## config.mk

```make
export PLATFORM = sky130hd
export DESIGN_NAME = tpf_front
export DESIGN_NICKNAME = d
export VERILOG_FILES = /design/src/design/tpf_pkg.sv /design/src/design/tpf_front.sv
export SDC_FILE = /design/constraint.sdc
export NUM_CORES = 1
export LEC_CHECK = 0
export BUFFER_PORTS_ARGS = -buffer_cell sky130_fd_sc_hd__buf_2
export CORE_AREA = 4 4 143 145
export DETAILED_ROUTE_END_ITERATION = 10
export DIE_AREA = 0 0 147 149
export PLACE_DENSITY = 0.51
export SETUP_SLACK_MARGIN = 0.4
export SLEW_MARGIN = 5
export SYNTH_ARGS = -nofsm -noshare
export SYNTH_HDL_FRONTEND = slang
export SYNTH_SLANG_ARGS = --single-unit
```

## constraint.sdc

```tcl
create_clock -name clk -period 9.21 [get_ports clk]
set_input_delay 2.763 -clock clk [delete_from_list [all_inputs] [get_ports clk]]
set_output_delay 2.763 -clock clk [all_outputs]
set_load 0.02 [all_outputs]
```

## src/design/tpf_pkg.sv

```systemverilog
`default_nettype none
// ----------------------------------------------------------------------------
// Transmit packet framer package
// Shared constants, types and pointer helpers of the transmit packet framer.
// ----------------------------------------------------------------------------
package tpf_pkg;

  localparam int FIFO_DEPTH = 1024;
  localparam int MTU        = 64;
  localparam int PTR_W      = $clog2(FIFO_DEPTH);
  localparam int PTR1_W     = PTR_W + 1;
  localparam int LEN_W      = 16;
  localparam int CMP_W      = LEN_W + 1;
  localparam int CNT_W      = $clog2(MTU + 1);
  localparam int AV_W       = (PTR_W > CNT_W) ? PTR_W : CNT_W;
  localparam int Q_DEPTH    = 4;
  localparam int Q_PTR_W    = $clog2(Q_DEPTH);
  localparam int Q_CNT_W    = $clog2(Q_DEPTH + 1);
  localparam int OQ_DEPTH   = 4;
  localparam int OQ_PTR_W   = $clog2(OQ_DEPTH);
  localparam int OQ_CNT_W   = $clog2(OQ_DEPTH + 1);

  typedef logic [PTR_W-1:0] ptr_t;

  typedef enum logic [1:0] {
    CMD_START = 2'd0,
    CMD_DATA  = 2'd1,
    CMD_DRAIN = 2'd2,
    CMD_LINK  = 2'd3
  } cmd_e_t;

  typedef enum logic [1:0] {
    KIND_START = 2'd0,
    KIND_BYTE  = 2'd1,
    KIND_EMPTY = 2'd2
  } kind_e_t;

  typedef enum logic [1:0] {
    ST_OK        = 2'd0,
    ST_RETRY     = 2'd1,
    ST_DROPPED   = 2'd2,
    ST_TOO_LARGE = 2'd3
  } status_e_t;

  typedef enum logic [1:0] {
    E_STATUS = 2'd0,
    E_DRAIN  = 2'd1,
    E_CLEAR  = 2'd2
  } entry_op_t;

  typedef enum logic {
    F_RUN = 1'b0,
    F_HDR = 1'b1
  } front_state_t;

  typedef enum logic {
    B_IDLE  = 1'b0,
    B_DRAIN = 1'b1
  } back_state_t;

  typedef struct packed {
    entry_op_t op;
    status_e_t status;
    logic      kick;
    ptr_t      commit;
  } entry_t;

  typedef struct packed {
    kind_e_t   kind;
    status_e_t status;
    logic [7:0] out_byte;
    logic      last;
    logic      kick;
  } result_t;

  typedef struct packed {
    logic idle;
    logic busy;
    ptr_t rp;
  } back_stat_t;

  function automatic ptr_t ptr_inc(ptr_t p);
    return (p == PTR_W'(FIFO_DEPTH - 1)) ? '0 : p + 1'b1;
  endfunction

  function automatic ptr_t ptr_span(ptr_t from, ptr_t to);
    logic [PTR1_W-1:0] d;
    if (to >= from) begin
      d = {1'b0, to} - {1'b0, from};
    end else begin
      d = PTR1_W'(FIFO_DEPTH) - {1'b0, from} + {1'b0, to};
    end
    return d[PTR_W-1:0];
  endfunction

endpackage
`default_nettype wire

```

## src/design/tpf_front.sv

```systemverilog
`default_nettype none
// ----------------------------------------------------------------------------
// Framer front end
// Takes requests, checks packet starts, writes headers and payload bytes.
// ----------------------------------------------------------------------------
module tpf_front (
  input  logic                clk,
  input  logic                rst,
  input  logic                push,
  output logic                full,
  input  logic [1:0]          cmd,
  input  logic [15:0]         packet_length,
  input  logic [7:0]          data_byte,
  input  logic                link_open,
  input  logic                cfg_valid,
  input  logic [15:0]         cfg_data,
  input  tpf_pkg::back_stat_t bstat,
  input  logic                q_full,
  output logic                q_push,
  output tpf_pkg::entry_t     q_entry,
  output logic                ram_we,
  output tpf_pkg::ptr_t       ram_waddr,
  output logic [7:0]          ram_wdata
);
  import tpf_pkg::*;

  front_state_t     state;
  front_state_t     state_next;
  logic             held_valid;
  cmd_e_t           held_cmd;
  logic [LEN_W-1:0] held_len;
  logic [7:0]       held_byte;
  logic             held_link;
  logic [15:0]      node_id;
  ptr_t             wp;
  ptr_t             cp;
  logic [LEN_W-1:0] pending;
  logic [31:0]      hdr_word;
  logic [1:0]       hdr_idx;

  logic             consume;
  logic             accept;
  logic             start_go;
  logic [CMP_W-1:0] len_ext;
  logic [CMP_W-1:0] free_sp;
  ptr_t             used;
  status_e_t        start_status;
  logic [31:0]      hdr_shift;

  assign full   = held_valid && !consume;
  assign accept = push && !full;

  assign len_ext   = CMP_W'(held_len) + CMP_W'(4);
  assign used      = ptr_span(bstat.rp, cp);
  assign free_sp   = CMP_W'(FIFO_DEPTH) - CMP_W'(used);
  assign hdr_shift = hdr_word >> {hdr_idx, 3'b000};

  always_comb begin
    if (!held_link || held_len < LEN_W'(2)) begin
      start_status = ST_DROPPED;
    end else if (len_ext >= CMP_W'(FIFO_DEPTH)) begin
      start_status = ST_TOO_LARGE;
    end else if (free_sp <= len_ext) begin
      start_status = ST_RETRY;
    end else begin
      start_status = ST_OK;
    end
  end

  assign start_go = (state == F_RUN) && held_valid && (held_cmd == CMD_START) &&
                    !q_full && bstat.idle;

  always_comb begin
    state_next = state;
    case (state)
      F_RUN: begin
        if (start_go && start_status == ST_OK) begin
          state_next = F_HDR;
        end
      end
      F_HDR: begin
        if (hdr_idx == 2'd3) begin
          state_next = F_RUN;
        end
      end
      default: state_next = F_RUN;
    endcase
  end

  always_comb begin
    consume   = 1'b0;
    q_push    = 1'b0;
    q_entry   = '0;
    ram_we    = 1'b0;
    ram_waddr = wp;
    ram_wdata = held_byte;
    case (state)
      F_RUN: begin
        if (held_valid) begin
          case (held_cmd)
            CMD_START: begin
              consume        = start_go;
              q_push         = start_go;
              q_entry.op     = E_STATUS;
              q_entry.status = start_status;
              q_entry.kick   = (start_status == ST_OK) && !bstat.busy;
              q_entry.commit = cp;
            end
            CMD_DATA: begin
              consume = 1'b1;
              ram_we  = (pending != '0);
            end
            CMD_DRAIN: begin
              consume        = !q_full;
              q_push         = !q_full;
              q_entry.op     = E_DRAIN;
              q_entry.commit = cp;
            end
            CMD_LINK: begin
              consume    = !q_full;
              q_push     = !q_full;
              q_entry.op = E_CLEAR;
            end
            default: consume = 1'b1;
          endcase
        end
      end
      F_HDR: begin
        ram_we    = 1'b1;
        ram_wdata = hdr_shift[7:0];
      end
      default: consume = 1'b0;
    endcase
  end

  always_ff @(posedge clk) begin
    if (accept) begin
      held_cmd  <= cmd_e_t'(cmd);
      held_len  <= packet_length;
      held_byte <= data_byte;
      held_link <= link_open;
    end
  end

  always_ff @(posedge clk) begin
    if (rst) begin
      state      <= F_RUN;
      held_valid <= 1'b0;
      node_id    <= '0;
      wp         <= '0;
      cp         <= '0;
      pending    <= '0;
      hdr_idx    <= '0;
      hdr_word   <= '0;
    end else begin
      state      <= state_next;
      held_valid <= accept || (held_valid && !consume);
      if (cfg_valid) begin
        node_id <= cfg_data;
      end
      if (state == F_HDR) begin
        wp      <= ptr_inc(wp);
        hdr_idx <= hdr_idx + 1'b1;
      end else if (consume) begin
        case (held_cmd)
          CMD_START: begin
            wp <= cp;
            if (start_status == ST_OK) begin
              pending  <= held_len;
              hdr_word <= {node_id, held_len - LEN_W'(2)};
              hdr_idx  <= '0;
            end else begin
              pending <= '0;
            end
          end
          CMD_DATA: begin
            if (pending != '0) begin
              wp      <= ptr_inc(wp);
              pending <= pending - 1'b1;
              if (pending == LEN_W'(1)) begin
                cp <= ptr_inc(wp);
              end
            end
          end
          CMD_LINK: begin
            wp      <= '0;
            cp      <= '0;
            pending <= '0;
          end
          default: pending <= pending;
        endcase
      end
    end
  end

  assert property (@(posedge clk) disable iff (rst) (pending == '0) |-> (wp == cp))
    else $error("write pointer ahead of commit with no open packet");

  assert property (@(posedge clk) disable iff (rst) (state == F_HDR) |-> (pending != '0))
    else $error("header written without an open packet");

endmodule
`default_nettype wire

```

# Word level (Yosys, flattened, before mapping)

Index checks and enable logic that the tools add are counted.

Register bits: 115
Input bits: 60
Output and inout bits: 36
Word-level logic and storage cells: 104

Add/subtract/negate cells: 9
$lt $le $gt $ge: 4
Eq/ne operators: 9
Shifts and indexed selects: 1
Mux-type cells: 37
Bitwise operators: 1
Reductions and logical operators: 31

Operator list:

| cell                                                                | number |
|---|---|
| two-way mux 10 bit                                                  | 8 |
| one-hot mux 16 bit (3 select lines)                                 | 1 |
| two-way mux 16 bit                                                  | 2 |
| right shift 32 x 5 -> 8 bit                                         | 1 |
| two-way mux 15 bit                                                  | 2 |
| one-hot mux 10 bit (3 select lines)                                 | 1 |
| one-hot mux 10 bit (2 select lines)                                 | 1 |
| adder 16 x 3 -> 17 bit, second input constant                       | 1 |
| greater-or-equal comparator 17 x 11 -> 1 bit, second input constant | 1 |
| less-or-equal comparator 17 bit                                     | 1 |
| equality test 16 x 1 -> 1 bit, second input constant                | 1 |
| < comparator 16 x 2 -> 1 bit, second input constant                 | 1 |
| nonzero test 16 bit                                                 | 1 |
| subtractor 16 x 1 -> 16 bit, second input constant                  | 1 |
| subtractor 16 x 2 -> 16 bit, second input constant                  | 1 |
| two-way mux 2 bit                                                   | 6 |
| subtractor 11 x 10 -> 12 bit, first input constant                  | 1 |
| adder 10 x 1 -> 10 bit, second input constant                       | 1 |
| adder 10 bit                                                        | 1 |
| equality test 10 bit, second input constant                         | 1 |
| greater-or-equal comparator 10 bit                                  | 1 |
| subtractor 1 x 10 -> 10 bit, first input constant                   | 1 |
| subtractor 10 bit                                                   | 1 |
| two-way mux 1 bit                                                   | 9 |
| 22 further kinds                                                    | 46 |

# Depth between registers and ports, before layout

Depth after elaboration: 13
Gate-level depth with buffers: 20
Gate-level depth less buffers: 19

# Least setup slack after synthesis

OpenSTA, ideal clock, no wires.

Kind: input -> output
Start point: input port bstat[0] (netlist name)
End point: output port q_entry[11] (netlist name)
Arrival: 6.955 ns
Data required time: 6.447 ns
Path slack: -0.508 ns
Cell stages on the path: 15
Buffers on the path: 0
Cell sequence: ha_1 -> inv_1 -> fa_1 -> a21oi_1 -> o2111ai_1 -> xor2_1 -> a2111o_1 -> nor3_1 -> xnor2_1 -> ha_1 -> a21oi_1 -> o21ai_0 -> a221oi_1 -> nor2_1 -> a2111oi_0

RTL lines:

| what               | line            | source |
|---|---|---|
| start: declaration | tpf_front.sv:17 | `input tpf_pkg::back_stat_t bstat,` |
| end: declaration   | tpf_front.sv:20 | `output tpf_pkg::entry_t q_entry,` |

==> results_dict.tcl <==
set metrics [dict create \
    rsz0062_at_grt "true" \
    clockBufferDepth 2 \
    cts_tree "yes" \
    powerDensity_nw_per_um2 169.7 \
    fin_skew_ps 15.28 \
    tns_ps 0 \
    p_comb_share_pct 13.8 \
    clk_latency_ps 420 \
    period_needed_ps 8800 \
    ys_ff_latch 115 \
    ant_nets 0 \
    hold_end "hdr_word[20]$_SDFFE_PP0P_" \
    max-slew-margin-rel_pct 27.30 \
    critPathKind "in2out" \
    placed_cell_area_um2 7357 \
    endpoint_kind "output pin" \
    hold_buffers 0 \
    hpwl_mm 11.95 \
    yosysUniqueCellTypes 69 \
    numClockSinks 115 \
    finalPower_uw 1391 \
    maxCapViolCount 0 \
    synthArstFlopShare_pct 0 \
    fp.dieW_um 147 \
    syn_to_final_growth_pct 23.30 \
    core_area_um2 19210 \
    hold_path_depth 2 \
    antennaDiodeCount 0 \
    wl_per_cell_um 15.50 \
    gp_congestion 0.7875 \
    slew_viol_final 0 \
    setup_viol 0 \
    final_cell_area_um2 8198 \
    r2r-end "hdr_idx[1]$_SDFFE_PP0P_" \
    antenna_found_initial 0 \
    final_cells 1106 \
    grt_pass1_vias 5357 \
    routed_wl_mm 17.14 \
    grt_max_degree 120 \
    rows 51 \
    synthesis.nets 833 \
    p_clk_share_pct 46.1 \
    fin_crit_sh_pct 95.55 \
    p_leak_uw 0.003248 \
    cp_data_required_time_ps 6450 \
    hold_violations 0 \
    cts_max_level 4 \
    synthesis.area_um2 6649 \
    die_height_um 149 \
    sw_frac_of_total_pct 28.76 \
    reg2regPathDepth 22 \
    place_inst 1063 \
    numCtsBuffers 17 \
    seq_area_frac_synth_pct 38.69 \
    initial_core_util_pct 34.62 \
    synth-edff-count 27 \
    avgViaCountPerCell 4.995 \
    p_int_uw 990.9 \
    yosysWarnings 0 \
    finalNetCount 919 \
    max_freq_ghz 0.1136 \
    drive_above_1_share_pct 24.97 \
    io_pins 96 \
    synthCells 742 \
    ir_drop_v 0.0001241 \
    worst_setup_path_start_kind "primary input" \
    hp-start "hdr_word[20]$_SDFFE_PP0P_" \
    power_switching_uw 400.0 \
    num_vias 5524 \
    drc 0 \
    overflow 0 \
    die_area_um2 21900 \
    status "complete, no violations" \
    seqPwrFrac_pct 40.0 \
    path_clk_slew_ps 60 \
    ys.flop_type "dfxtp_1" \
    worstReg2RegStart "cp[0]$_SDFFE_PP0P_" \
    cts-root-buf "clkbuf_16" \
    critical_path_arrival_ps 6040 \
    first_pass_iters 5 \
    crit_fanout 3 \
    port_buffers 95 \
    syn_area_per_cell_um2 8.961 \
    reg2reg_slack_ps 4600 \
    drt_iter0_drc 265 \
    grt_util_all_layers_pct 15.70 \
    whs_ps 469.7 \
    grt_pass1_wl_mm 27.69 \
    worst_pin_slew_ps 1090 \
    holdCritPathClass "reg2reg" \
]
layer usage:
metal  part of all wire, %  vias up  global-route usage [%]  routed length [um]
met1                    47     2596                   20.57                8007
li1                      -     2821                       -                   -
met3                   3.8        4                   3.920                 659
met4                  0.46        0                   3.635                  79
met5                     0        -                       0                   0
met2                    49      103                   26.27                8392
area by class of cell:
| cell class | count | area, um2 |
|---|---|---|
| fill | 1938 | 11010 |
| multi-input combinational | 546 | 3936 |
| sequential | 115 | 2572 |
| timing repair buffer | 117 | 661.9 |
| clock buffer | 18 | 450.4 |
| tap | 265 | 331.6 |
| clock inverter | 14 | 126.4 |
| inverter | 31 | 118.9 |
through the flow:
step | util [%] | worst slack, ps
after floorplan | - | 307.0
after global placement | 38.30 | 176.4
after detailed placement | 38.30 | 92.80
after CTS | 41.64 | 411.0
after global routing | 42.68 | 258.5
final | 42.68 | 410.1
worst max path at each step:
| stage | startpoint | to | slack, ps | cells past startpoint |
|---|---|---|---|---|
| after floorplan | bstat[0] | q_entry[11] | 310 | 15 |
| after global placement | bstat[0] | q_entry[11] | 180 | 17 |
| after detailed placement | bstat[0] | q_entry[11] | 90 | 17 |
| after CTS | bstat[0] | q_entry[11] | 410 | 18 |
| after global routing | bstat[0] | q_entry[11] | 260 | 18 |
| final | bstat[0] | q_entry[11] | 410 | 17 |
power by group through the flow:
| stage | clock (uW) | combinational [uW] | sequential (uW) |
|---|---|---|---|
| floorplan | 0 | 136 | 559 |
| global placement | 0 | 180 | 568 |
| detailed placement | 0 | 179 | 568 |
| CTS | 660 | 184 | 557 |
| global route | 684 | 216 | 559 |
| finish | 642 | 192 | 557 |
worst max-delay path, stage by stage:
cell       delay (ps)
buf_6              80
ha_4              140
inv_1              50
fa_2              370
a21oi_4           180
o2111ai_4         160
xor2_2            190
buf_4             150
nor4_1            350
xnor2_1           180
ha_1              270
a21oi_1           140
o21ai_1           100
a221oi_2          360
nor2_4             70
a2111oi_4         290
buf_4             190
sequential cells by signal, indices dropped and copies added (netlist names):
signal      flops
held_len       16
node_id        16
hdr_word       32
pending        16
held_valid      1
held_link       1
hdr_idx         2
held_cmd        2
state           1
ram_waddr      10
cp             10
held_byte       8
placed cells by master, fill, tap and decap left out, types with 9 or more instances in the layout:
cell / Yosys / final
clkbuf_16: 0 / 18
nor4_1: 12 / 11
inv_1: 31 / 30
a211oi_1: 12 / 12
mux2i_1: 19 / 19
nand3_1: 9 / 9
nor3_1: 26 / 25
dfxtp_1: 88 / 88
o21ai_0: 44 / 42
nand2b_1: 37 / 37
nand2_1: 49 / 48
a21oi_1: 34 / 31
buf_4: 2 / 23
buf_2: 13 / 91
edfxtp_1: 27 / 27
and3_1: 14 / 14
ha_1: 30 / 26
nor2_1: 82 / 79
nand3b_1: 19 / 19
xnor2_1: 30 / 29
cells in the mapped netlist, types with 19 or more instances:
cell | number | share of area, %
mux2i_1 | 19 | 2.9
dfxtp_1 | 88 | 26
xnor2_1 | 30 | 4.0
ha_1 | 30 | 5.6
inv_1 | 31 | 1.8
edfxtp_1 | 27 | 12
nand2b_1 | 37 | 3.5
nand2_1 | 49 | 2.8
nor3_1 | 26 | 2.0
nor2_1 | 82 | 4.6
nand3b_1 | 19 | 2.1
a21oi_1 | 34 | 2.6
o21ai_0 | 44 | 3.3
clkbuf_1 | 31 | 1.8
what timing repair did:
action,CTS,global route
buffers inserted,3,8
setup endpoints to repair,2,2
pin swaps,6,6
gates resized for setup,9,29
kinds of logic (layout without fill, tap and decap cells):
family,count (synthesis),after routing,share of synthesized area (%)
AOI/OAI and AO/OA,145,145,14.38
xor gates and xnor gates,41,41,5.401
adders and majority gates,31,31,5.947
buffers and inverters,81,180,5.043
DFF,115,115,38.69
muxes,35,35,6.925
and+or+nand+nor,294,294,23.62
Power figures use the tool's default switching activity.
