### src/design/tpf_pkg.sv
`default_nettype none
// ----------------------------------------------------------------------------
// Transmit packet framer package
// Shared constants, types and pointer helpers of the transmit packet framer.
// ----------------------------------------------------------------------------
package tpf_pkg;

  localparam int FIFO_DEPTH = 1024;
  localparam int MTU        = 64;
  localparam int PTR_W      = $clog2(FIFO_DEPTH);
  localparam int PTR1_W     = PTR_W + 1;
  localparam int LEN_W      = 16;
  localparam int CMP_W      = LEN_W + 1;
  localparam int CNT_W      = $clog2(MTU + 1);
  localparam int AV_W       = (PTR_W > CNT_W) ? PTR_W : CNT_W;
  localparam int Q_DEPTH    = 4;
  localparam int Q_PTR_W    = $clog2(Q_DEPTH);
  localparam int Q_CNT_W    = $clog2(Q_DEPTH + 1);
  localparam int OQ_DEPTH   = 4;
  localparam int OQ_PTR_W   = $clog2(OQ_DEPTH);
  localparam int OQ_CNT_W   = $clog2(OQ_DEPTH + 1);

  typedef logic [PTR_W-1:0] ptr_t;

  typedef enum logic [1:0] {
    CMD_START = 2'd0,
    CMD_DATA  = 2'd1,
    CMD_DRAIN = 2'd2,
    CMD_LINK  = 2'd3
  } cmd_e_t;

  typedef enum logic [1:0] {
    KIND_START = 2'd0,
    KIND_BYTE  = 2'd1,
    KIND_EMPTY = 2'd2
  } kind_e_t;

  typedef enum logic [1:0] {
    ST_OK        = 2'd0,
    ST_RETRY     = 2'd1,
    ST_DROPPED   = 2'd2,
    ST_TOO_LARGE = 2'd3
  } status_e_t;

  typedef enum logic [1:0] {
    E_STATUS = 2'd0,
    E_DRAIN  = 2'd1,
    E_CLEAR  = 2'd2
  } entry_op_t;

  typedef enum logic {
    F_RUN = 1'b0,
    F_HDR = 1'b1
  } front_state_t;

  typedef enum logic {
    B_IDLE  = 1'b0,
    B_DRAIN = 1'b1
  } back_state_t;

  typedef struct packed {
    entry_op_t op;
    status_e_t status;
    logic      kick;
    ptr_t      commit;
  } entry_t;

  typedef struct packed {
    kind_e_t   kind;
    status_e_t status;
    logic [7:0] out_byte;
    logic      last;
    logic      kick;
  } result_t;

  typedef struct packed {
    logic idle;
    logic busy;
    ptr_t rp;
  } back_stat_t;

  function automatic ptr_t ptr_inc(ptr_t p);
    return (p == PTR_W'(FIFO_DEPTH - 1)) ? '0 : p + 1'b1;
  endfunction

  function automatic ptr_t ptr_span(ptr_t from, ptr_t to);
    logic [PTR1_W-1:0] d;
    if (to >= from) begin
      d = {1'b0, to} - {1'b0, from};
    end else begin
      d = PTR1_W'(FIFO_DEPTH) - {1'b0, from} + {1'b0, to};
    end
    return d[PTR_W-1:0];
  endfunction

endpackage
`default_nettype wire

### src/design/tpf_back.sv
`default_nettype none
// ----------------------------------------------------------------------------
// Framer drain engine
// Carries out queued requests, reads committed bytes and queues the results.
// ----------------------------------------------------------------------------
module tpf_back (
  input  logic                clk,
  input  logic                rst,
  input  logic                q_empty,
  input  tpf_pkg::entry_t     q_entry,
  output logic                q_pop,
  output tpf_pkg::ptr_t       ram_raddr,
  input  logic [7:0]          ram_rdata,
  output tpf_pkg::back_stat_t bstat,
  input  logic                res_pop,
  output logic                res_empty,
  output tpf_pkg::result_t    res_head
);
  import tpf_pkg::*;

  back_state_t         state;
  back_state_t         state_next;
  ptr_t                rp;
  logic [CNT_W-1:0]    cnt;
  logic                busy;
  logic                rd_valid;
  logic                rd_last;
  result_t             oq [OQ_DEPTH];
  logic [OQ_PTR_W-1:0] oq_wr;
  logic [OQ_PTR_W-1:0] oq_rd;
  logic [OQ_CNT_W-1:0] oq_count;

  logic                take;
  logic                issue;
  logic                direct_push;
  result_t             direct_res;
  logic                push;
  result_t             push_res;
  logic                pop_ok;
  ptr_t                avail;
  logic [AV_W-1:0]     avail_w;
  logic [CNT_W-1:0]    run_len;
  logic [OQ_CNT_W:0]   credit_use;

  assign avail      = ptr_span(rp, q_entry.commit);
  assign avail_w    = AV_W'(avail);
  assign run_len    = (avail_w > AV_W'(MTU)) ? CNT_W'(MTU) : CNT_W'(avail_w);
  assign credit_use = (OQ_CNT_W + 1)'(oq_count) + (OQ_CNT_W + 1)'(rd_valid);

  assign take  = (state == B_IDLE) && !rd_valid && !q_empty &&
                 (oq_count < OQ_CNT_W'(OQ_DEPTH));
  assign issue = (state == B_DRAIN) && (credit_use < (OQ_CNT_W + 1)'(OQ_DEPTH));

  always_comb begin
    state_next = state;
    case (state)
      B_IDLE: begin
        if (take && q_entry.op == E_DRAIN && avail != '0) begin
          state_next = B_DRAIN;
        end
      end
      B_DRAIN: begin
        if (issue && cnt == CNT_W'(1)) begin
          state_next = B_IDLE;
        end
      end
      default: state_next = B_IDLE;
    endcase
  end

  always_comb begin
    q_pop       = 1'b0;
    ram_raddr   = rp;
    direct_push = 1'b0;
    direct_res  = '0;
    case (state)
      B_IDLE: begin
        q_pop = take;
        if (take) begin
          case (q_entry.op)
            E_STATUS: begin
              direct_push       = 1'b1;
              direct_res.kind   = KIND_START;
              direct_res.status = q_entry.status;
              direct_res.kick   = q_entry.kick;
            end
            E_DRAIN: begin
              direct_push     = (avail == '0);
              direct_res.kind = KIND_EMPTY;
              direct_res.last = 1'b1;
            end
            default: direct_push = 1'b0;
          endcase
        end
      end
      B_DRAIN: q_pop = 1'b0;
      default: q_pop = 1'b0;
    endcase
  end

  always_comb begin
    push     = rd_valid || direct_push;
    push_res = direct_res;
    if (rd_valid) begin
      push_res          = '0;
      push_res.kind     = KIND_BYTE;
      push_res.out_byte = ram_rdata;
      push_res.last     = rd_last;
    end
  end

  assign pop_ok     = res_pop && (oq_count != '0);
  assign res_empty  = (oq_count == '0);
  assign res_head   = oq[oq_rd];
  assign bstat.idle = q_empty && (state == B_IDLE) && !rd_valid;
  assign bstat.busy = busy;
  assign bstat.rp   = rp;

  always_ff @(posedge clk) begin
    if (push) begin
      oq[oq_wr] <= push_res;
    end
    if (issue) begin
      rd_last <= (cnt == CNT_W'(1));
    end
    if (take && q_entry.op == E_DRAIN) begin
      cnt <= run_len;
    end else if (issue) begin
      cnt <= cnt - 1'b1;
    end
  end

  always_ff @(posedge clk) begin
    if (rst) begin
      state    <= B_IDLE;
      rp       <= '0;
      busy     <= 1'b0;
      rd_valid <= 1'b0;
      oq_wr    <= '0;
      oq_rd    <= '0;
      oq_count <= '0;
    end else begin
      state    <= state_next;
      rd_valid <= issue;
      if (take) begin
        case (q_entry.op)
          E_STATUS: begin
            if (q_entry.kick) begin
              busy <= 1'b1;
            end
          end
          E_DRAIN: begin
            if (avail == '0) begin
              busy <= 1'b0;
            end
          end
          E_CLEAR: rp <= '0;
          default: rp <= rp;
        endcase
      end
      if (issue) begin
        rp <= ptr_inc(rp);
      end
      if (push) begin
        oq_wr <= (oq_wr == OQ_PTR_W'(OQ_DEPTH - 1)) ? '0 : oq_wr + 1'b1;
      end
      if (pop_ok) begin
        oq_rd <= (oq_rd == OQ_PTR_W'(OQ_DEPTH - 1)) ? '0 : oq_rd + 1'b1;
      end
      if (push && !pop_ok) begin
        oq_count <= oq_count + 1'b1;
      end else if (!push && pop_ok) begin
        oq_count <= oq_count - 1'b1;
      end
    end
  end

  assert property (@(posedge clk) disable iff (rst) rd_valid |-> (oq_count < OQ_CNT_W'(OQ_DEPTH)))
    else $error("read data arrives with no room in the result queue");

  assert property (@(posedge clk) disable iff (rst) (state == B_DRAIN) |-> (cnt != '0))
    else $error("drain run active with nothing left to read");

  assert property (@(posedge clk) disable iff (rst) (rd_valid && rd_last) |-> (state == B_IDLE))
    else $error("drain run still active after its final byte");

endmodule
`default_nettype wire

### config.mk
export PLATFORM = sky130hd
export DESIGN_NAME = tpf_back
export DESIGN_NICKNAME = d
export VERILOG_FILES = /design/src/design/tpf_pkg.sv /design/src/design/tpf_back.sv
export SDC_FILE = /design/constraint.sdc
export NUM_CORES = 1
export LEC_CHECK = 0
export ABC_AREA = 1
export BUFFER_PORTS_ARGS = -buffer_cell sky130_fd_sc_hd__buf_2
export CORE_MARGIN = 10
export CORE_UTILIZATION = 40
export DETAILED_ROUTE_END_ITERATION = 8
export PLACE_DENSITY_LB_ADDON = 0.1
export SETUP_SLACK_MARGIN = 0.15
export SLEW_MARGIN = 40
export SYNTH_ARGS = -nofsm -noshare
export SYNTH_HDL_FRONTEND = slang
export SYNTH_SLANG_ARGS = --single-unit
export TNS_END_PERCENT = 10
### constraint.sdc
create_clock -name clk -period 4 [get_ports clk]
set_input_delay 0 -clock clk [delete_from_list [all_inputs] [get_ports clk]]
set_output_delay 0 -clock clk [all_outputs]
set_load 0.01 [all_outputs]
## Word level (Yosys, flattened, before mapping)

Memories as Yosys holds them, arrays and structs flattened. A register that Yosys moved wholly into a read port is not among the register bits.
Index checks and enable logic that the tools add are counted.

- Reduce and logical (&&, ||, !) cells: 29
- $add $sub $neg: 10
- Order comparisons: 4
- Equality and inequality tests: 8
- Bitwise operators: 1
- Mux-type cells: 35

Operators with widths:

| cell | count |
|---|---|
| 2-to-1 mux 10 bit | 5 |
| 2-to-1 mux 7 bit | 3 |
| 2-to-1 mux 2 bit | 8 |
| 2-to-1 mux 14 bit | 1 |
| logical AND 1 bit | 12 |
| adder 10 x 1 -> 10 bit, second input constant | 1 |
| adder 10 bit | 1 |
| == test 10 bit, second input constant | 1 |
| >= comparator 10 bit | 1 |
| > comparator 10 x 7 -> 1 bit, second input constant | 1 |
| zero test 10 bit | 1 |
| 2-to-1 mux 1 bit | 10 |
| nonzero test 10 bit | 1 |
| nonzero test 2 bit | 5 |
| subtractor 1 x 10 -> 10 bit, first input constant | 1 |
| subtractor 10 bit | 1 |
| 2-to-1 mux 4 bit | 2 |
| one-hot mux 1 bit (2 select lines) | 4 |
| == test 7 x 1 -> 1 bit, second input constant | 1 |
| subtractor 7 x 1 -> 7 bit, second input constant | 1 |
| == test 2 bit, second input constant | 3 |
| 2-to-1 mux 3 bit | 2 |
| adder 2 x 1 -> 2 bit, second input constant | 2 |
| adder 3 x 1 -> 4 bit | 1 |
| 15 further kinds | 18 |

- Memories kept: 1
- Logic and storage cells: 97
- Flip-flop bits (word level): 28
- Output and inout port bits: 38
- Input port bits: 27
- RAM bits: 56

Memories:

| name | depth | bits a word | rd ports | clocked after Yosys merged registers in | wr ports | RTL line | RTL |
|---|---|---|---|---|---|---|---|
| oq | 4 | 14 | 1 | 1 | 1 | tpf_back.sv:28 | `result_t oq [OQ_DEPTH];` |

## Logic depth before layout (Yosys ltp)

- Word-level depth: 12
- Gate-level depth with buffers: 23
- Depth with buffers taken out: 23

## Worst setup path after synthesis

OpenSTA, ideal clock, no wires.

- Kind: register to register
- From: reg rp[0], in the netlist ram_raddr[0]
- To: mem oq[0][0] (netlist name), enable pin
- Arrival: 2835 ps
- Required time: 3593 ps
- Stages on the path, launching flop included: 13
- Period minus slack after synthesis: 3241 ps
- Slack: 759 ps
- Setup time: 407 ps
- Cell sequence: dfxtp_1 -> ha_1 -> fa_1 -> nand2_1 -> nor2_1 -> nand3_1 -> nor2_1 -> nand3_2 -> nor2_2 -> nand2_2 -> nand2_4 -> nand2_4 -> a21boi_0

- Word-level cells in the longest chain between the ends: 10
- Elaborated cells on any way between the ends: 12

RTL lines:

| element | RTL line | RTL |
|---|---|---|
| start, declared | tpf_back.sv:23 | `ptr_t rp;` |
| start signal, assigned | tpf_back.sv:158 | `default: rp <= rp;` |
| start signal, assigned | tpf_back.sv:162 | `rp <= ptr_inc(rp);` |
| subtractor 1 x 10 -> 10 bit | tpf_pkg.sv:91 | `d = PTR1_W'(FIFO_DEPTH) - {1'b0, from} + {1'b0, to};` |
| adder 10 bit | tpf_pkg.sv:91 |  |
| 2-to-1 mux 10 bit * | tpf_pkg.sv:88 | `if (to >= from) begin` |
| zero test 10 bit * | tpf_back.sv:88 | `direct_push = (avail == '0);` |
| one-hot mux 1 bit (2 select lines) * | tpf_back.sv:80 | `case (q_entry.op)` |
| 2-to-1 mux 1 bit * | tpf_back.sv:79 | `if (take) begin` |
| 2-to-1 mux 1 bit * | tpf_back.sv:76 | `case (state)` |
| logical OR 1 bit * | tpf_back.sv:102 | `push = rd_valid \|\| direct_push;` |
| 2-to-1 mux 1 bit * | tpf_back.sv:120 | `if (push) begin` |
| 2-to-1 mux 1 bit (not written as such) * | tpf_back.sv:121 | `oq[oq_wr] <= push_res;` |
| end, declared | tpf_back.sv:28 |  |

Mark *: on every way between the ends. The rest lies on a longest branch, timed or not.

## Worst setup path after layout

- From: reg rp[0], in the netlist ram_raddr[0]
- To: reg oq_count[2]

- Word-level cells in the longest chain between the ends: 11
- Elaborated cells on any way between the ends: 15

RTL lines:

| element | RTL line | RTL |
|---|---|---|
| subtractor 1 x 10 -> 10 bit | tpf_pkg.sv:91 |  |
| adder 10 bit | tpf_pkg.sv:91 |  |
| 2-to-1 mux 10 bit * | tpf_pkg.sv:88 |  |
| zero test 10 bit * | tpf_back.sv:88 |  |
| one-hot mux 1 bit (2 select lines) * | tpf_back.sv:80 |  |
| 2-to-1 mux 1 bit * | tpf_back.sv:79 |  |
| 2-to-1 mux 1 bit * | tpf_back.sv:76 |  |
| logical OR 1 bit * | tpf_back.sv:102 |  |
| via push | tpf_back.sv:37 | `logic push;` |
| zero test 1 bit | tpf_back.sv:172 | `end else if (!push && pop_ok) begin` |
| logical AND 1 bit | tpf_back.sv:172 |  |
| nonzero test 2 bit (no line) | -- |  |
| end signal, assigned | tpf_back.sv:171 | `oq_count <= oq_count + 1'b1;` |
| end signal, assigned | tpf_back.sv:173 | `oq_count <= oq_count - 1'b1;` |
| end, declared | tpf_back.sv:31 | `logic [OQ_CNT_W-1:0] oq_count;` |

The timed path passes the listed nets; every way through them passes the cells marked *.
A chain may end at the register's enable or synchronous reset.

==> results.cfg <==
[global_route]
antenna_found_initial = 0
wire_length_of_the_first_global_routing_pass_um = 16100
grt_remaining_overflow = 0
first_global_vias = 3245
largest_net_degree_at_the_start_of_global_routing = 30
global_route.usage.total_pct = 12.7

[pwr]
maximum_vdd_ir_drop_mv = 0.203
power_leakage_nw = 2.18
total_switching_power_mw = 0.851
power_per_cell_area_mw_per_mm2 = 490
fin_total_pwr_mw = 2.52
p_sw_share_pct = 33.8
clock_power_share_pct = 28.2
p_comb_share_pct = 28.0
internal_power_mw = 1.67
p_seq_share_pct = 43.8

[die]
ios = 65
core-area_sq_mm = 0.0108
die_h_um = 125
fp.dieArea_sq_mm = 0.0155
placement_rows = 38
die_width_um = 125
initial_core_util_pct = 40.6

[sta]
max_freq_mhz = 319
finalSetupViolations = 0
slew_headroom_pct = 61.1
post-route-period-util_pct = 78.5
hold_slack_ps = 24.6
skew_final_ps = 11.6
grt_setup_unrepaired = no
final_period_minus_worst_setup_slack_ps = 3140
timing_worst_slew_pin_value_ps = 583
finalHoldViolCount = 0
setup_tns_ps = 0
slew_viol_final = 0

[setup_path]
criticalPathCategory = reg2reg
cp_data_arrival_time_ps = 3390
path_common_cell = sky130_fd_sc_hd__nand2_4
crit_chain = ha_1, fa_1, inv_1, nand3_1, nand3_1, nand2_1, nor2_1, nand3_2, nor2_2, nand2_2, nand2_4, nand2_4, nand2_4, ha_1, inv_1, fa_1, a21oi_1, o21ai_0, o21ai_0, a21oi_1
worstSetupStartpointType = register
timing.critical_path.slowest_cell_delay_ps = 390
critical_path.max_fanout = 5
slowest_stage = sky130_fd_sc_hd__fa_1
setup.worst_path.end_class = register
worst-endpoint-required_ps = 4250

[logic_synthesis]
syn_inst = 469
yosys.cell_types.count = 42
synth_area_sq_mm = 0.00438
synth.net_count = 516
syn-mean-instance-area_sq_um = 9.33
seq_area_frac_synth_pct = 54.0
syn_warnings = 0
number_of_flip_flops_and_latches_in_the_synthesized_netlist = 86

[route]
drcViolationCount = 0
ant_nets = 0
initialDrtViolationCount = 150
routed_wl_um = 9870
num_vias = 3272
dr.pass1.iters = 4
route.detailed.vias_per_inst = 4.78
wl_per_cell_um = 14.4

[clock_network]
cts.repair_timing.setup_buffer_count = 0
clock-root-buffer = sky130_fd_sc_hd__clkbuf_8
htreeDepth = 3
clk_pin_slew_worst_paths_ps = 100
cts.sinks = 86
maximum_clock_insertion_buffer_count = 2
tritoncts = done
clock_network_latency_to_the_later_pin_of_the_worst_skew_pair_ps = 370
tritoncts.num_buffers = 9

[place]
place.gp.congestion = 0.780
numPortBuffers = 64
place_hpwl_um = 7030

[cells_and_area]
post-route-util_pct = 47.5
fillers = 1026
share_of_final_layout_standard_cells_stronger_than_drive_strength_1_pct = 19.1
final_cell_mix = 79 x sky130_fd_sc_hd__nand2_1, 64 x sky130_fd_sc_hd__nor2_1, 64 x sky130_fd_sc_hd__edfxtp_1, 64 x sky130_fd_sc_hd__buf_2, 56 x sky130_fd_sc_hd__inv_1
n_antenna_cell = 0
layout_commonest_cell = sky130_fd_sc_hd__nand2_1
fin_nets = 587
growth_of_design_area_from_synthesis_to_finish_pct = 17.2

[flow_run]
max_cap_viol_count = 0

[run_status]
outcome = completed

[min_path]
min-delay-path-class = in2reg
==> routing by layer <==
metal	part of all wire, %	GRT usage [%]	up-vias
li1	-	-	1710
met1	48	16.5	1487
met2	46	19.9	63
met3	3.9	2.94	12
met4	1.8	5.28	0
met5	0	0	-
==> what timing repair did <==
item,4_1_cts,5_1_grt
resized for setup,0,0
hold buffers,10,0
endpoints found under the hold margin,37,0
==> power by group through the flow <==
stage / registers, mW / logic [mW] / clock network (mW)
global route: 1.12 / 0.806 / 0.763
global placement: 1.12 / 0.707 / 0
finish: 1.10 / 0.704 / 0.709
detailed placement: 1.13 / 0.712 / 0
CTS: 1.11 / 0.720 / 0.729
floorplan: 1.10 / 0.471 / 0
==> area by class of cell <==
type	instances	area (sq um)	area share (%)
Multi-Input combinational cell	304	1680	32.7
Inverter	58	218	4.24
Timing Repair Buffer	81	473	9.22
Sequential cell	86	2360	46.0
Tap cell	140	175	3.41
Clock inverter	7	104	2.02
Clock buffer	9	124	2.41
==> flip-flops by register name (all words and copies together) (netlist names), named ones only <==
signal	flops
oq	56
ram_raddr	10
cnt	7
oq_count	3
oq_rd	2
oq_wr	2
busy	1
rd_last	1
rd_valid	1
state	1
==> kinds of logic after synthesis <==
group / synth area share, %
XOR/XNOR: 1.77
flip-flops: 54.0
AND/OR/NAND/NOR: 18.5
AO/OA/AOI/OAI: 12.0
adder cells (fa/ha/maj): 6.06
buffers and inverters: 7.75
==> cells in the mapped netlist, drive strengths merged <==
cell type / instances / area share (%)
nand2: 85 / 8.0
nor2: 67 / 5.9
edfxtp: 64 / 44
inv: 57 / 4.9
o21ai: 47 / 5.5
dfxtp: 22 / 10
ha: 18 / 5.1
o22ai: 18 / 2.6
a21oi: 17 / 1.9
nand3: 17 / 2.1
buf: 12 / 2.0
clkbuf: 9 / 0.77
xnor2: 5 / 1.0
a21boi: 3 / 0.51
nor3: 3 / 0.34
nor4: 3 / 0.77
xor2: 3 / 0.77
fa: 2 / 0.91
nand3b: 2 / 0.34
nor3b: 2 / 0.34
or2: 2 / 0.29
a211oi: 1 / 0.17
a21o: 1 / 0.20
and2: 1 / 0.14
and3: 1 / 0.14
clkinv: 1 / 0.086
nand4: 1 / 0.14
o211a: 1 / 0.23
o211ai: 1 / 0.17
o21a: 1 / 0.17
o31ai: 1 / 0.17
o41ai: 1 / 0.37
==> final timing paths <==
path	startpoint	depth (start not counted)	endpoint	slack [ps]
worst max-delay path	ram_raddr[0]	20	oq_count[2]	860
worst min-delay path	q_entry[12]	3	oq[0][11]	20
worst max register to register	ram_raddr[0]	20	oq_count[2]	860
worst min register to register	busy	2	busy	490
==> through the flow <==
stage	std cells	cell area [sq um]	setup WS, ps
final	685	5130	860
after global routing	685	5130	493
after CTS	685	5130	840
after detailed placement	659	4800	867
after global placement	659	4800	951
after floorplan	469	4380	759
==> worst max-delay path, delay by kind of cell, from the launching register on <==
family                     cells  cell delay (ps)
AOI/OAI and AO/OA              4              470
adders and majority gates      4             1140
buffers and inverters          2              150
DFF                            1              370
and+or+nand+nor               10              890
Power figures use the tool's default switching activity.
