**config.mk**
```make
export PLATFORM = sky130hd
export DESIGN_NAME = tpf_cmd_queue
export DESIGN_NICKNAME = d
export VERILOG_FILES = /design/src/design/tpf_pkg.sv /design/src/design/tpf_cmd_queue.sv
export SDC_FILE = /design/constraint.sdc
export NUM_CORES = 1
export LEC_CHECK = 0
export BUFFER_PORTS_ARGS = -buffer_cell sky130_fd_sc_hd__buf_4
export CORE_AREA = 2 2 83 117
export CTS_CLUSTER_SIZE = 10
export DETAILED_ROUTE_END_ITERATION = 7
export DIE_AREA = 0 0 85 119
export PLACE_DENSITY = 0.51
export SETUP_SLACK_MARGIN = 0.4
export SLEW_MARGIN = 20
export SYNTH_ARGS = -nofsm -noshare
export SYNTH_HDL_FRONTEND = slang
export SYNTH_SLANG_ARGS = --single-unit
```
**constraint.sdc**
```tcl
create_clock -name clk -period 4.6 [get_ports clk]
set_input_delay 0 -clock clk [delete_from_list [all_inputs] [get_ports clk]]
set_output_delay 0 -clock clk [all_outputs]
set_load 0.1 [all_outputs]
```
**src/design/tpf_pkg.sv**
```systemverilog
`default_nettype none
// ----------------------------------------------------------------------------
// Transmit packet framer package
// Shared constants, types and pointer helpers of the transmit packet framer.
// ----------------------------------------------------------------------------
package tpf_pkg;

  localparam int FIFO_DEPTH = 1024;
  localparam int MTU        = 64;
  localparam int PTR_W      = $clog2(FIFO_DEPTH);
  localparam int PTR1_W     = PTR_W + 1;
  localparam int LEN_W      = 16;
  localparam int CMP_W      = LEN_W + 1;
  localparam int CNT_W      = $clog2(MTU + 1);
  localparam int AV_W       = (PTR_W > CNT_W) ? PTR_W : CNT_W;
  localparam int Q_DEPTH    = 4;
  localparam int Q_PTR_W    = $clog2(Q_DEPTH);
  localparam int Q_CNT_W    = $clog2(Q_DEPTH + 1);
  localparam int OQ_DEPTH   = 4;
  localparam int OQ_PTR_W   = $clog2(OQ_DEPTH);
  localparam int OQ_CNT_W   = $clog2(OQ_DEPTH + 1);

  typedef logic [PTR_W-1:0] ptr_t;

  typedef enum logic [1:0] {
    CMD_START = 2'd0,
    CMD_DATA  = 2'd1,
    CMD_DRAIN = 2'd2,
    CMD_LINK  = 2'd3
  } cmd_e_t;

  typedef enum logic [1:0] {
    KIND_START = 2'd0,
    KIND_BYTE  = 2'd1,
    KIND_EMPTY = 2'd2
  } kind_e_t;

  typedef enum logic [1:0] {
    ST_OK        = 2'd0,
    ST_RETRY     = 2'd1,
    ST_DROPPED   = 2'd2,
    ST_TOO_LARGE = 2'd3
  } status_e_t;

  typedef enum logic [1:0] {
    E_STATUS = 2'd0,
    E_DRAIN  = 2'd1,
    E_CLEAR  = 2'd2
  } entry_op_t;

  typedef enum logic {
    F_RUN = 1'b0,
    F_HDR = 1'b1
  } front_state_t;

  typedef enum logic {
    B_IDLE  = 1'b0,
    B_DRAIN = 1'b1
  } back_state_t;

  typedef struct packed {
    entry_op_t op;
    status_e_t status;
    logic      kick;
    ptr_t      commit;
  } entry_t;

  typedef struct packed {
    kind_e_t   kind;
    status_e_t status;
    logic [7:0] out_byte;
    logic      last;
    logic      kick;
  } result_t;

  typedef struct packed {
    logic idle;
    logic busy;
    ptr_t rp;
  } back_stat_t;

  function automatic ptr_t ptr_inc(ptr_t p);
    return (p == PTR_W'(FIFO_DEPTH - 1)) ? '0 : p + 1'b1;
  endfunction

  function automatic ptr_t ptr_span(ptr_t from, ptr_t to);
    logic [PTR1_W-1:0] d;
    if (to >= from) begin
      d = {1'b0, to} - {1'b0, from};
    end else begin
      d = PTR1_W'(FIFO_DEPTH) - {1'b0, from} + {1'b0, to};
    end
    return d[PTR_W-1:0];
  endfunction

endpackage
`default_nettype wire

```
**src/design/tpf_cmd_queue.sv**
```systemverilog
`default_nettype none
// ----------------------------------------------------------------------------
// Framer command queue
// Short queue of classified requests between the front end and the drain engine.
// ----------------------------------------------------------------------------
module tpf_cmd_queue (
  input  logic            clk,
  input  logic            rst,
  input  logic            push,
  input  tpf_pkg::entry_t entry_in,
  output logic            full,
  output logic            empty,
  input  logic            pop,
  output tpf_pkg::entry_t entry_out
);
  import tpf_pkg::*;

  entry_t             slots [Q_DEPTH];
  logic [Q_PTR_W-1:0] wr_ptr;
  logic [Q_PTR_W-1:0] rd_ptr;
  logic [Q_CNT_W-1:0] count;
  logic               do_push;
  logic               do_pop;

  assign full      = (count == Q_CNT_W'(Q_DEPTH));
  assign empty     = (count == '0);
  assign do_push   = push && !full;
  assign do_pop    = pop && !empty;
  assign entry_out = slots[rd_ptr];

  always_ff @(posedge clk) begin
    if (do_push) begin
      slots[wr_ptr] <= entry_in;
    end
  end

  always_ff @(posedge clk) begin
    if (rst) begin
      wr_ptr <= '0;
      rd_ptr <= '0;
      count  <= '0;
    end else begin
      if (do_push) begin
        wr_ptr <= (wr_ptr == Q_PTR_W'(Q_DEPTH - 1)) ? '0 : wr_ptr + 1'b1;
      end
      if (do_pop) begin
        rd_ptr <= (rd_ptr == Q_PTR_W'(Q_DEPTH - 1)) ? '0 : rd_ptr + 1'b1;
      end
      if (do_push && !do_pop) begin
        count <= count + 1'b1;
      end else if (!do_push && do_pop) begin
        count <= count - 1'b1;
      end
    end
  end

  assert property (@(posedge clk) disable iff (rst) count <= Q_CNT_W'(Q_DEPTH))
    else $error("command queue count out of range");

endmodule
`default_nettype wire

```
* Yosys cells after proc, flatten, opt, wreduce, memory -nomap -nowiden
Memory sizes are Yosys's and may differ from the RTL's. A register that Yosys moved wholly into a read port is not among the register bits. Cells that the tools add are included.
Operators by class: equality and inequality tests 3, mux-type cells 8, $add $sub $neg 4, reduce and logical (&&, ||, !) cells 10
Operators by type and width (number):
- 2-bit 2-to-1 mux | 4
- 3-bit 2-to-1 mux | 2
- 2-bit by 1-bit adder with 2-bit output, second input constant | 2
- 2-bit equality test, second input constant | 2
- 1-bit logical AND | 4
- 1-bit zero test | 4
- 3-bit by 1-bit adder with 3-bit output, second input constant | 1
- 3-bit equality test, second input constant | 1
- 3-bit zero test | 1
- 3-bit by 1-bit subtractor with 3-bit output, second input constant | 1
- 1-bit 2-to-1 mux | 2
- 2-bit nonzero test | 1
Storage, ports and cells: bits of input ports 19, memories 1, flip-flop bits (word level) 7, output and inout bits 17, bits in writable memories 60, word-level logic and storage cells 29
Memories:
- slots | words 4, bits a word 15, rd ports 1, clocked after memory_dff 1, wr ports 1, RTL line tpf_cmd_queue.sv:18 | entry_t slots [Q_DEPTH];

* Depth between registers and ports, before layout
Gate-level depths: netlist (run 1).
depth in word-level cells 7, mapped depth 10, depth with buffers taken out 9

* Worst setup path after synthesis (run 1)
Ideal clock, no wire load.
path kind reg2out, start register count[0], end output port empty, data required time 4.600 ns, stages on the path, launching flop included 2, setup slack 2.161 ns, arrival time 2.439 ns, path buffers 0, cell sequence dfxtp_1 > nor3_1
Between the ends: word-level cells in the longest chain between the ends 1
Ends and longest elaborated chain:
- start, declared | RTL line tpf_cmd_queue.sv:21 | logic [Q_CNT_W-1:0] count;
- start signal, assigned | RTL line tpf_cmd_queue.sv:50 | count <= count + 1'b1;
- start signal, assigned | RTL line tpf_cmd_queue.sv:52 | count <= count - 1'b1;
- 3-bit zero test | RTL line tpf_cmd_queue.sv:26 | assign empty = (count == '0);
- end, declared | RTL line tpf_cmd_queue.sv:12 | output logic empty,
No other way between the ends.

* Worst setup path after layout (run 1)
start register count[0], end register count[2]
Between the ends: word-level cells in the longest chain between the ends 6, elaborated cells between the ends (all ways) 15, classes of those cells 2 x add/sub; 1 x eq/ne; 2 x mux; 10 x reduce/logical
Ends and longest elaborated chain:
- 3-bit equality test * | RTL line tpf_cmd_queue.sv:25 | assign full = (count == Q_CNT_W'(Q_DEPTH));
- 1-bit zero test * | RTL line tpf_cmd_queue.sv:27 | assign do_push = push && !full;
- 1-bit logical AND * | RTL line tpf_cmd_queue.sv:27
- net do_push | RTL line tpf_cmd_queue.sv:22 | logic do_push;
- 1-bit zero test | RTL line tpf_cmd_queue.sv:51 | end else if (!do_push && do_pop) begin
- 1-bit logical AND | RTL line tpf_cmd_queue.sv:51
- 2-bit nonzero test (no line)
The timed path passes the listed nets; every way through them passes the cells marked *. The select of a mux whose other input is x is not followed. A chain may end at the register's enable or synchronous reset.

==> metrics.log, run 1 <==
INFO  metric result_of_the_run = complete, no violations
INFO  metric critical_path_arrival = 2570 ps
INFO  metric ys.warnings.count = 0
INFO  metric place_ws = between 2000 and 2500 ps
INFO  metric crit_path_max_fanout = 7
INFO  metric final_layout_size_suffix_gt1_frac = 0.3737
INFO  metric critical_path.startpoint_type = register
INFO  metric cts.repair_timing.setup_buffer_count = 0
INFO  metric wire_length_of_the_first_global_routing_pass = roughly 7700 um
INFO  metric cts_max_path_buffers = 2
INFO  metric initial_utilization = 0.2897
INFO  metric postSynthAreaPerCell = approximately 21 um^2
INFO  metric sequential_cell_area = around 0.0020 mm^2
INFO  metric setup.worst_path.end_class = register
INFO  metric syn_nets = 154
INFO  metric report.final.hold_viol_count = 0
INFO  metric dpl.cell_count = between 200 and 300
INFO  metric chipHeight = around 120 um
INFO  metric critical_path.slowest_cell = dfxtp_1
INFO  metric clockRootBuffer = clkbuf_16
INFO  metric finish.utilization = 0.3846
INFO  metric final_design_area_no_fill = 0.003537 mm^2
INFO  metric timing_max_transition_violations_final = 0
INFO  metric multiInputGateArea = slightly above 600 um^2
INFO  metric placement_rows = 42
INFO  metric drt-vias-per-instance = ~4.5
INFO  metric postSynthRegisterBits = between 60 and 70
INFO  metric synth_cell_types = 25
INFO  metric syn-instance-count = about 130
INFO  metric seq_area_frac_synth = 0.7440
INFO  metric per_cell_routed_wire_length = around 16 um
INFO  metric fin_crit = 2320 ps
INFO  metric synthesis.area = roughly 0.0027 mm^2
INFO  metric final_cells = 300
INFO  metric design.final.nets = roughly 210
INFO  metric finalSetupViolCount = 0
INFO  metric floorplan.die_area = approximately 0.01 mm^2
INFO  metric maxCapViolations = 0
INFO  metric fmax = around 430 MHz
INFO  metric drt_wl_total = roughly 5000 um
INFO  metric worst_slack = between 2000 and 2500 ps
INFO  metric layout_worst_path_cycle_share = 0.5045
INFO  metric timing.critical_path.cells = or3b_1 > clkinv_4 > nor2_2 > ha_1 > inv_1 > fa_1 > xor2_1 > or3_1 > a21oi_1
INFO  metric cts_made_buffers = 9
INFO  metric first_global_vias = approximately 1500
INFO  metric grt_start_max_net_pins = 16
INFO  metric holdWs = between 50 and 60 ps
INFO  metric number_of_diodes = 0
INFO  metric cp_data_required_time = between 4000 and 5000 ps
INFO  metric clock_insertion_delay_worst_skew = 320 ps
INFO  metric worst_setup_hold_path_clk_slew = approximately 50 ps
INFO  metric firstDrtPassIters = 5
INFO  metric postCtsHoldBufs = 17
INFO  metric critical_path.max_stage_delay = around 440 ps
INFO  metric area_added_between_synthesis_and_finish = 32.79%
INFO  metric vias = about 1300
INFO  metric final.setup.tns = 0 ps
INFO  metric worst_pin_slew = 875.4 ps
INFO  metric cts_num_sinks = slightly below 70
INFO  metric place_area = 0.003028 mm^2
INFO  metric layout_fillers = 827
INFO  metric grt_setup_unrepaired = no
INFO  metric hold_path_depth = 4
INFO  metric antenna_found_initial = 0
INFO  metric slew_headroom = 0.4164
INFO  metric globalRouteTotalUtil = 0.1021
INFO  metric finalWeightedCongestion = between 0.6 and 0.7
INFO  metric route.antenna.remaining_nets = 0
INFO  metric portBuffers = 35
INFO  metric path_class = register to register
INFO  metric worst_hold_path_type = input port to register
INFO  metric vdd_ir_drop_max = between 0.0004 and 0.0005 V
INFO  metric power-per-cell-area = 684.7 mW/mm^2
INFO  metric global_route.overflow_total = 0
INFO  metric post_layout_power = about 2.4 mW
INFO  metric tritoncts = built
INFO  metric final_clock_skew = 4.085 ps
INFO  metric drc = 0
INFO  metric rr_worst_depth = 9
INFO  metric die-width = ~85 um
INFO  metric htree_levels = 3
INFO  metric drt_iter0_drc = between 90 and 100
INFO  metric design.portCount = 36
INFO  metric post-dp-hpwl = approximately 3000 um
INFO  metric power_leakage = 1.270 nW
INFO  metric core_area = approximately 0.009 mm^2
INFO  metric cts_resized = 0
==> area by class of cell <==
cell class,count,area share
sequential,69,0.5607
multi-input combinational,49,0.1719
timing repair buffer,52,0.1224
clock buffer,9,0.06367
tap,110,0.03891
clock inverter,6,0.03184
inverter,5,0.01061
==> flip-flops by register name, summed over array words and instances, names as in the netlist, named ones only <==
name    flops
count       3
rd_ptr      2
slots      60
wr_ptr      2
==> metal layers <==
metal | track usage | wire [um] | up-vias
li1 | - | - | 627
met3 | 0.03396 | 236 | 5
met2 | 0.1733 | 2570 | 40
met5 | 0 | 0 | -
met1 | 0.1197 | 2047 | 673
met4 | 0.03571 | 39 | 0
==> synth_stat cells <==
master    count  area, um^2
nand2_1       1       3.750
nor2_2        1       6.260
or3b_1        1       8.760
bufinv_8      1       17.52
nor2_1        3       11.26
o21ai_0       1       5.000
o31ai_2       2       25.02
o21ai_1       1       5.000
nor3_1        2       10.01
fa_1          1       20.02
nand3_1       2       10.01
a21oi_1       3       15.01
inv_1         3       11.26
buf_6         2       22.52
buf_2         2       10.01
or3_1         2       12.51
dfxtp_1       9       180.2
and3_1        4       25.02
ha_1          6       75.07
mux2i_1       2       20.02
xor2_1        2       17.52
clkinv_4      1       8.760
edfxtp_1     60        1802
clkbuf_1      1       3.750
mux4_2       15       337.8
==> worst paths after layout <==
kind | end | slack, ps | startpoint
max | count[2]$_SDFFE_PP0P_ | 2280 | count[0]$_SDFFE_PP0P_
min | register | 60 | pop
max reg2reg | count[2]$_SDFFE_PP0P_ | 2280 | count[0]$_SDFFE_PP0P_
min reg2reg | register | 510 | rd_ptr[0]$_SDFFE_PP0P_
==> cells in the final DEF, fill, tap and decap left out, drive strengths merged <==
| cell type | instances |
|---|---|
| and3 | 4 |
| dfxtp | 9 |
| nand3 | 2 |
| or3b | 1 |
| ha | 6 |
| nor3 | 2 |
| dlygate4sd3 | 17 |
| o31ai | 2 |
| clkinv | 4 |
| nand2 | 1 |
| clkbuf | 9 |
| or3 | 2 |
| nor2 | 4 |
| fa | 1 |
| o21ai | 2 |
| xor2 | 2 |
| inv | 3 |
| bufinv | 4 |
| a21oi | 3 |
| buf | 35 |
| edfxtp | 60 |
| mux2i | 2 |
| mux4 | 15 |
==> power breakdown <==
part	leakage (nW)	internal (mW)	switching, mW
Sequential	0.624	0.763	0.0682
Combinational	0.480	0.227	0.601
Clock	0.165	0.526	0.236
==> cell families after synthesis <==
logic type	after synthesis	share of synthesized area
AO/OA/AOI/OAI	7	0.01878
flip-flops	69	0.7440
AND/OR/NAND/NOR	16	0.03288
XOR/XNOR	2	0.006577
multiplexers	17	0.1343
buffers and inverters	10	0.02771
adder cells (fa/ha/maj)	7	0.03570
==> critical path, delay by kind of cell, from the launching register on <==
kind | cells | cell delay, ps
AOI/OAI and AO/OA | 1 | 140
xor gates and xnor gates | 1 | 160
adders and majority gates | 2 | 590
buffers and inverters | 2 | 150
DFF | 1 | 440
and+or+nand+nor | 3 | 770
(Power assumes the default switching activity.)
==> inputs of run 2 (changes only) <==
PLACE_DENSITY = 0.53   (was 0.51)
clock period = 1.9 ns   (was 4.6 ns; I/O delays follow)
==> metrics.log, run 2 (synthesis results as in run 1) <==
INFO  metric result_of_the_run = complete, but fails checks
INFO  metric failed_checks = negative setup slack
INFO  metric portBuffers = 35
INFO  metric worst_slack = -1.781 ps
INFO  metric critical_path.max_stage_delay = 330 ps
INFO  metric layout_worst_path_cycle_share = 1.001
INFO  metric cp_data_required_time = about 2200 ps
INFO  metric globalRouteTotalUtil = 0.1055
INFO  metric design.portCount = 36
INFO  metric hold_path_depth = 5
INFO  metric rr_worst_depth = 9
INFO  metric cellInternalPower = between 4 and 5 mW
INFO  metric critical_path.slowest_cell = dfxtp_2
INFO  metric final_common_cell = edfxtp_1
INFO  metric initial_utilization = 0.2897
INFO  metric first_global_vias = ~1600
INFO  metric critical_path_arrival = roughly 2200 ps
INFO  metric final_clock_skew = around 5 ps
INFO  metric cts_max_path_buffers = 2
INFO  metric core_area = roughly 0.0092 mm^2
INFO  metric area_added_between_synthesis_and_finish = 49.60%
INFO  metric timing.critical_path.cells = or3b_4 > clkinv_8 > nor2_4 > ha_4 > inv_2 > fa_2 > xor2_1 > or3_1 > a21oi_2
INFO  metric timing_max_transition_violations_final = 0
INFO  metric design.final.nets = 228
INFO  metric switching_power = approximately 2.3 mW
INFO  metric path_class = register to register
INFO  metric power.sequential.fraction = 0.301
INFO  metric cts_num_sinks = between 60 and 70
INFO  metric power-per-cell-area = around 1600 mW/mm^2
INFO  metric drt-vias-per-instance = approximately 4.5
INFO  metric dpl.cell_count = ~280
INFO  metric maxCapViolations = 0
INFO  metric antenna_found_initial = 0
INFO  metric finalSetupViolCount = 1
INFO  metric finish.utilization = 0.4333
INFO  metric final_cells = roughly 320
INFO  metric max_flop_register = slots
INFO  metric report.final.hold_viol_count = 0
INFO  metric final_layout_size_suffix_gt1_frac = 0.4879
INFO  metric drc = 0
INFO  metric clock_insertion_delay_worst_skew = between 300 and 400 ps
INFO  metric power_leakage = about 1.4 nW
INFO  metric die-width = about 85 um
INFO  metric comb_power_share = 0.435
INFO  metric finalWeightedCongestion = about 0.68
INFO  metric pwr-share-clk = 0.264
INFO  metric timing.hold.worst.start = pop
INFO  metric per_cell_routed_wire_length = between 15 and 20 um
INFO  metric vias = about 1400
INFO  metric slew_headroom = 0.8168
INFO  metric crit_path_max_fanout = 2
INFO  metric grt_start_max_net_pins = 16
INFO  metric top_library_cells_by_usage_in_the_layout_fill_and_taps_aside = edfxtp_1 (60), buf_4 (28), buf_12 (18)
INFO  metric critical_path.startpoint_type = register
INFO  metric grt_setup_unrepaired = yes
INFO  metric drt_wl_total = between 4000 and 5000 um
INFO  metric largest_register_ff_count = 60
INFO  metric drt_iter0_drc = 69
INFO  metric worst_setup_hold_path_clk_slew = ~50 ps
INFO  metric vdd_ir_drop_max = ~0.0012 V
INFO  metric placement_rows = between 40 and 50
INFO  metric cts_made_buffers = 9
INFO  metric biggestRegsByFlops = slots x60, count x3
INFO  metric worst_hold_path_type = input port to register
INFO  metric htree_levels = 3
INFO  metric clockRootBuffer = clkbuf_16
INFO  metric number_of_diodes = 0
INFO  metric post-dp-hpwl = between 2000 and 3000 um
INFO  metric fmax = about 530 MHz
INFO  metric global_route.overflow_total = 0
INFO  metric wire_length_of_the_first_global_routing_pass = 7866 um
INFO  metric floorplan.die_area = ~0.010 mm^2
INFO  metric sw_frac_of_total = 0.3613
INFO  metric tritoncts = built
INFO  metric route.antenna.remaining_nets = 0
INFO  metric crit-reg2reg-capture = count[2]$_SDFFE_PP0P_
INFO  metric layout_fillers = 779
INFO  metric chipHeight = between 100 and 150 um
INFO  metric fin_crit = 1902 ps
INFO  metric worst_pin_slew = 277.0 ps
INFO  metric setup.worst_path.end_class = register
INFO  metric firstDrtPassIters = 3
INFO  metric regToRegSetupSlack = -2 ps
INFO  metric timing.rr.start = count[2]$_SDFFE_PP0P_
## run 2: metal layers
layer	vias to the layer above	GRT usage	routed length, um
met4	0	0.06250	139
met5	-	0	0
met1	706	0.1153	2011
met2	31	0.1826	2635
li1	667	-	-
met3	10	0.02495	170
## run 2: worst max path at each step
stage / from / endpoint / cells after the start
floorplan: count[2]$_SDFFE_PP0P_ / count[2]$_SDFFE_PP0P_ / 10
global placement: count[2]$_SDFFE_PP0P_ / count[2]$_SDFFE_PP0P_ / 9
detailed placement: count[2]$_SDFFE_PP0P_ / count[2]$_SDFFE_PP0P_ / 9
CTS: count[2]$_SDFFE_PP0P_ / count[2]$_SDFFE_PP0P_ / 9
global route: count[2]$_SDFFE_PP0P_ / count[2]$_SDFFE_PP0P_ / 9
finish: count[2]$_SDFFE_PP0P_ / count[2]$_SDFFE_PP0P_ / 9
## run 2: layout make-up
cell class,instances,area (um^2),share of cell area
flip-flops and latches,69,1998,0.5014
repair buffers,66,798.3,0.2003
multi-input cells,51,690.7,0.1733
clock buffers,9,225.2,0.05651
well taps,110,137.6,0.03454
clock inverters,7,90.09,0.02261
inverters,5,45.04,0.01130
## run 2: metrics by stage
step | area, um^2 | power (mW) | setup slack, ps | setup TNS (ps) | hold WS [ps]
2_1_floorplan | 2710 | 3.699 | -114.3 | -155.8 | 98.87
3_3_place_gp | 3157 | 4.163 | -32.91 | -32.91 | 204.3
3_5_place_dp | 3157 | 4.186 | -75.65 | -75.65 | 203.9
4_1_cts | 3954 | 6.544 | -15.96 | -15.96 | 138.1
5_1_grt | 3985 | 6.736 | -91.89 | -91.89 | 178.4
6_report | 3985 | 6.484 | -1.781 | -1.781 | 148.9
## run 2: timing repair
action                                 4_1_cts  5_1_grt
endpoints found under the hold margin       69        0
pin swaps                                    6        3
cloned                                       1        2
setup endpoints to repair                   79       60
resized for setup                           62        4
hold buffers                                17        0
buffers inserted                             2        0
## run 2: critical path: cells and delay by family, from the launching register on
family	cells	cell delay (ps)
XOR/XNOR	1	150
AO/OA/AOI/OAI	1	110
adder cells (fa/ha/maj)	2	470
flip-flops	1	330
AND/OR/NAND/NOR	3	690
buffers and inverters	2	90
## run 2: power groups by stage
| stage | clock, mW | sequential (mW) | combinational [mW] |
|---|---|---|---|
| 6_report | 1.71 | 1.95 | 2.82 |
| 5_1_grt | 1.81 | 1.97 | 2.95 |
| 4_1_cts | 1.76 | 1.95 | 2.83 |
| 3_5_place_dp | 0 | 1.96 | 2.23 |
| 3_3_place_gp | 0 | 1.95 | 2.21 |
| 2_1_floorplan | 0 | 1.95 | 1.75 |
